`src/hw/rtl/fefe_pkg.sv`:
```
package fefe_pkg;

    localparam logic [5:0] HEAT_MAX = 6'd36;

    localparam logic OP_ADVANCE = 1'b0;
    localparam logic OP_READ    = 1'b1;

    typedef enum logic [1:0] {
        S_CLEAR,
        S_IDLE,
        S_WB
    } t_state;

    typedef struct packed {
        logic clear;
        logic accept;
        logic finish;
    } t_cmd;

    typedef struct packed {
        logic clear_last;
        logic out_free;
    } t_status;

    function automatic logic [31:0] palette(input logic [5:0] h);
        logic [31:0] c;
        case (h)
            6'd0:  c = 32'h00000000;
            6'd1:  c = 32'h050000FF;
            6'd2:  c = 32'h0B0000FF;
            6'd3:  c = 32'h100000FF;
            6'd4:  c = 32'h180000FF;
            6'd5:  c = 32'h230000FF;
            6'd6:  c = 32'h2E0000FF;
            6'd7:  c = 32'h390000FF;
            6'd8:  c = 32'h490000FF;
            6'd9:  c = 32'h5A0000FF;
            6'd10: c = 32'h6A0000FF;
            6'd11: c = 32'h7B0100FF;
            6'd12: c = 32'h8C0600FF;
            6'd13: c = 32'h9C0C00FF;
            6'd14: c = 32'hAD1100FF;
            6'd15: c = 32'hBA1A00FF;
            6'd16: c = 32'hC52500FF;
            6'd17: c = 32'hD03000FF;
            6'd18: c = 32'hDC3C00FF;
            6'd19: c = 32'hE14C00FF;
            6'd20: c = 32'hE75D00FF;
            6'd21: c = 32'hEC6D00FF;
            6'd22: c = 32'hF17E00FF;
            6'd23: c = 32'hF58F00FF;
            6'd24: c = 32'hFAA000FF;
            6'd25: c = 32'hFEB000FF;
            6'd26: c = 32'hFFBC0DFF;
            6'd27: c = 32'hFFC81EFF;
            6'd28: c = 32'hFFD32EFF;
            6'd29: c = 32'hFFDD41FF;
            6'd30: c = 32'hFFE45DFF;
            6'd31: c = 32'hFFEB79FF;
            6'd32: c = 32'hFFF294FF;
            6'd33: c = 32'hFFF6AAFF;
            6'd34: c = 32'hFFF9BAFF;
            6'd35: c = 32'hFFFCCBFF;
            6'd36: c = 32'hFFFFDCFF;
            default: c = 32'hFFFFDCFF;
        endcase
        return c;
    endfunction

endpackage

```
`src/hw/rtl/fefe_ctrl.sv`:
```
module fefe_ctrl (
    input  logic              i_clk,
    input  logic              i_rst_n,
    input  logic              i_valid,
    output logic              o_stall,
    output fefe_pkg::t_cmd    o_cmd,
    input  fefe_pkg::t_status i_sts
);

    fefe_pkg::t_state r_state;
    fefe_pkg::t_state n_state;

    always_ff @(posedge i_clk) begin
        if (!i_rst_n) begin
            r_state <= fefe_pkg::S_CLEAR;
        end else begin
            r_state <= n_state;
        end
    end

    always_comb begin
        n_state = r_state;
        case (r_state)
            fefe_pkg::S_CLEAR: begin
                if (i_sts.clear_last) n_state = fefe_pkg::S_IDLE;
            end
            fefe_pkg::S_IDLE: begin
                if (i_valid) n_state = fefe_pkg::S_WB;
            end
            fefe_pkg::S_WB: begin
                if (i_sts.out_free) n_state = fefe_pkg::S_IDLE;
            end
            default: n_state = fefe_pkg::S_CLEAR;
        endcase
    end

    always_comb begin
        o_cmd   = '0;
        o_stall = 1'b1;
        case (r_state)
            fefe_pkg::S_CLEAR: begin
                o_cmd.clear = 1'b1;
            end
            fefe_pkg::S_IDLE: begin
                o_stall      = 1'b0;
                o_cmd.accept = i_valid;
            end
            fefe_pkg::S_WB: begin
                o_cmd.finish = i_sts.out_free;
            end
            default: begin
                o_stall = 1'b1;
            end
        endcase
    end

endmodule

```
`config.mk`:
```
export PLATFORM = sky130hd
export DESIGN_NAME = fefe_ctrl
export DESIGN_NICKNAME = d
export VERILOG_FILES = /design/src/hw/rtl/fefe_pkg.sv /design/src/hw/rtl/fefe_ctrl.sv
export SDC_FILE = /design/constraint.sdc
export NUM_CORES = 1
export LEC_CHECK = 0
export BUFFER_PORTS_ARGS = -buffer_cell sky130_fd_sc_hd__buf_4
export CORE_AREA = 8 8 45 47
export CTS_CLUSTER_SIZE = 30
export DETAILED_ROUTE_END_ITERATION = 8
export DIE_AREA = 0 0 53 55
export GPL_TIMING_DRIVEN = 0
export SKIP_LAST_GASP = 1
export SLEW_MARGIN = 5
export SYNTH_ARGS = -nofsm -noshare
export SYNTH_HDL_FRONTEND = slang
export SYNTH_SLANG_ARGS = --single-unit
```
`constraint.sdc`:
```
create_clock -name i_clk -period 1.1 [get_ports i_clk]
set_input_delay 0.165 -clock i_clk [delete_from_list [all_inputs] [get_ports i_clk]]
set_output_delay 0.165 -clock i_clk [all_outputs]
set_load 0.005 [all_outputs]
```
==> run summary <==
status: complete, no violations
final hold violations: 0
leakage: 0.118 nW
crit path launch: r_state[1]
power density cells: 1320 mW/mm^2
critical path arrival: 0.92 ns
kind of critical path: register to output port
worst-path fanout max: 5
Die H: 55 um
total overflow reported by the global router: 0
die area: 0.00292 mm^2
Total Wirelength: 401 um
Synth Warn #: 0
# setup viols final: 0
CTS tree: built
Boundary Pins: 9
maxcap violations: 0
share of cells above drive strength 1: 65.4%
actual transition at the worst max-transition pin: 0.167 ns
Largest regs: r_state: 2 flops
Root Buffer: clkbuf_4
max-slew violations: 0
peak supply drop: 0.197 mV
num rows: 14
Largest register FFs: 2
part of the power in combinational logic: 22.8%
cell area after synthesis: 113 um^2
Setup WS post-layout: 0.0168 ns
P_sw: 0.0000705 W
mean post-synth cell area: 9.38 um^2
post-synthesis cell type count: 11
n_diodes: 0
core area: 0.00138 mm^2
area delta synth->final: 117%
Clock Skew: 0.00246 ns
pin count of the biggest net entering global routing: 7
Post-Syn Nets: 17
buffer depth of the longest clock path: 2
RR Endpoint: r_state[1]
hold slack: 0.168 ns
Flop pwr share: 26.7%
RSZ-0062 raised after global routing: true
H-tree Lvls: 1
Initial Utilization: 8.14%
Most flops, register: r_state
drt first-iter violations: 0
Cells after Synth: 12
#FFs+latches synth: 2
cts hold-fix bufs: 0
cells on worst reg2reg path: 3
Worst-path clk slew: 0.03 ns
CP Capture Point: o_cmd[1]
Final min period: 1.08 ns
CP required: 0.94 ns
Slew Limit Headroom: 88.8%
CTS Buf Count: 3
fillers: 159
r2r setup slk: 0.13 ns
drt drc: 0
setup TNS: 0 ns
clock share of power: 50.5%
Final ANT Viol Nets: 0
FF-to-FF Start: r_state[1]
fmax: 0.923 GHz
nets: 33
placed insts: 36
non-filler instance count after layout: 42
CP startpoint kind: register
vias in the first global route: 152
Sw Ratio: 21.9%
internal power: 0.000251 W
wire per inst: 9.55 um
TritonCTS Sinks: 2
Worst setup EP type: output port
Worst-Skew Late Latency: 0.22 ns
I/O Buffers: 8
Total GRT Usage: 3.60%
Die W: 53 um
DR vias: 140
sequential area share after synthesis: 35.6%
fin crit share: 98.5%
Hold/Removal Path Class: input pin to register
Routability Congestion: 0.739
initial antenna violation count: 0
first-pass GRT wire length: 621 um
DRT Pass-1 Iters: 1
dpl ws: 0.168 ns
Via density: 3.33
cell usage after synthesis:
| cell | n | area share [%] |
|---|---|---|
| a32o_1 | 1 | 8.9 |
| and2b_1 | 1 | 6.7 |
| and3b_1 | 1 | 7.8 |
| and3b_2 | 1 | 8.9 |
| dfxtp_1 | 2 | 36 |
| nand2_1 | 1 | 3.3 |
| nor2_1 | 1 | 3.3 |
| nor3b_1 | 1 | 6.7 |
| o21a_1 | 1 | 6.7 |
| or2_1 | 1 | 5.6 |
| or2b_1 | 1 | 6.7 |
worst max-delay path: stages, from the launching register on:
cell	delay (ns)
dfxtp_2	0.34
and3b_2	0.22
buf_4	0.14
layout by cell type (no fill, tap or decap):
cell | synthesis | final
or2b_1 | 1 | 1
and2b_1 | 1 | 1
clkbuf_4 | 0 | 3
and3b_1 | 1 | 1
nand2_1 | 1 | 1
a32o_1 | 1 | 1
buf_6 | 0 | 1
nor2_1 | 1 | 1
buf_4 | 0 | 10
and3b_2 | 1 | 1
or2_1 | 1 | 1
dfxtp_2 | 0 | 2
o21a_1 | 1 | 1
nor3b_1 | 1 | 1
power by group through the flow:
stage / Clock (W) / Sequential (W) / Combinational [W]
floorplan: 0 / 0.0000855 / 0.0000231
global placement: 0 / 0.0000875 / 0.0000560
detailed placement: 0 / 0.0000876 / 0.0000563
CTS: 0.000175 / 0.0000861 / 0.0000669
global route: 0.000185 / 0.0000871 / 0.0000811
finish: 0.000162 / 0.0000859 / 0.0000731
metrics by stage:
| step | util, % | cell area (um^2) | power [W] |
|---|---|---|---|
| floorplan | - | 113 | 0.000109 |
| global placement | 13.9 | 193 | 0.000144 |
| detailed placement | 13.9 | 193 | 0.000144 |
| CTS | 16.8 | 233 | 0.000328 |
| global route | 17.6 | 244 | 0.000353 |
| finish | 17.6 | 244 | 0.000321 |
per-layer routing:
| layer | track usage [%] | part of all wire [%] |
|---|---|---|
| met1 | 2.87 | 38 |
| met4 | 5.17 | 0 |
| met3 | 4.81 | 26 |
| met5 | 0 | 0 |
| met2 | 3.32 | 36 |
how the worst min path moves through the flow:
stage | startpoint | endpoint | cells past startpoint
6_report | i_rst_n | r_state[1] | 2
5_1_grt | i_rst_n | r_state[1] | 2
2_1_floorplan | i_rst_n | r_state[1] | 1
3_5_place_dp | i_rst_n | r_state[1] | 2
3_3_place_gp | i_rst_n | r_state[1] | 2
4_1_cts | i_rst_n | r_state[1] | 2
timing repair:
item,CTS,global route
resized for setup,2,1
cloned,0,0
endpoints found under the hold margin,0,0
buffers inserted,2,1
setup endpoints to repair,3,2
final cells by class:
type / instances / area [um^2] / area share [%]
clock buffer: 3 / 22.5 / 9.23
multi-input combinational: 10 / 72.6 / 29.7
timing repair buffer: 11 / 86.3 / 35.4
sequential: 2 / 42.5 / 17.4
tap: 16 / 20.0 / 8.21
cell families after synthesis:
group           share of synthesized area, %
simple gates                            48.9
compound gates                          15.6
flops                                   35.6
(Power assumes the default switching activity.)
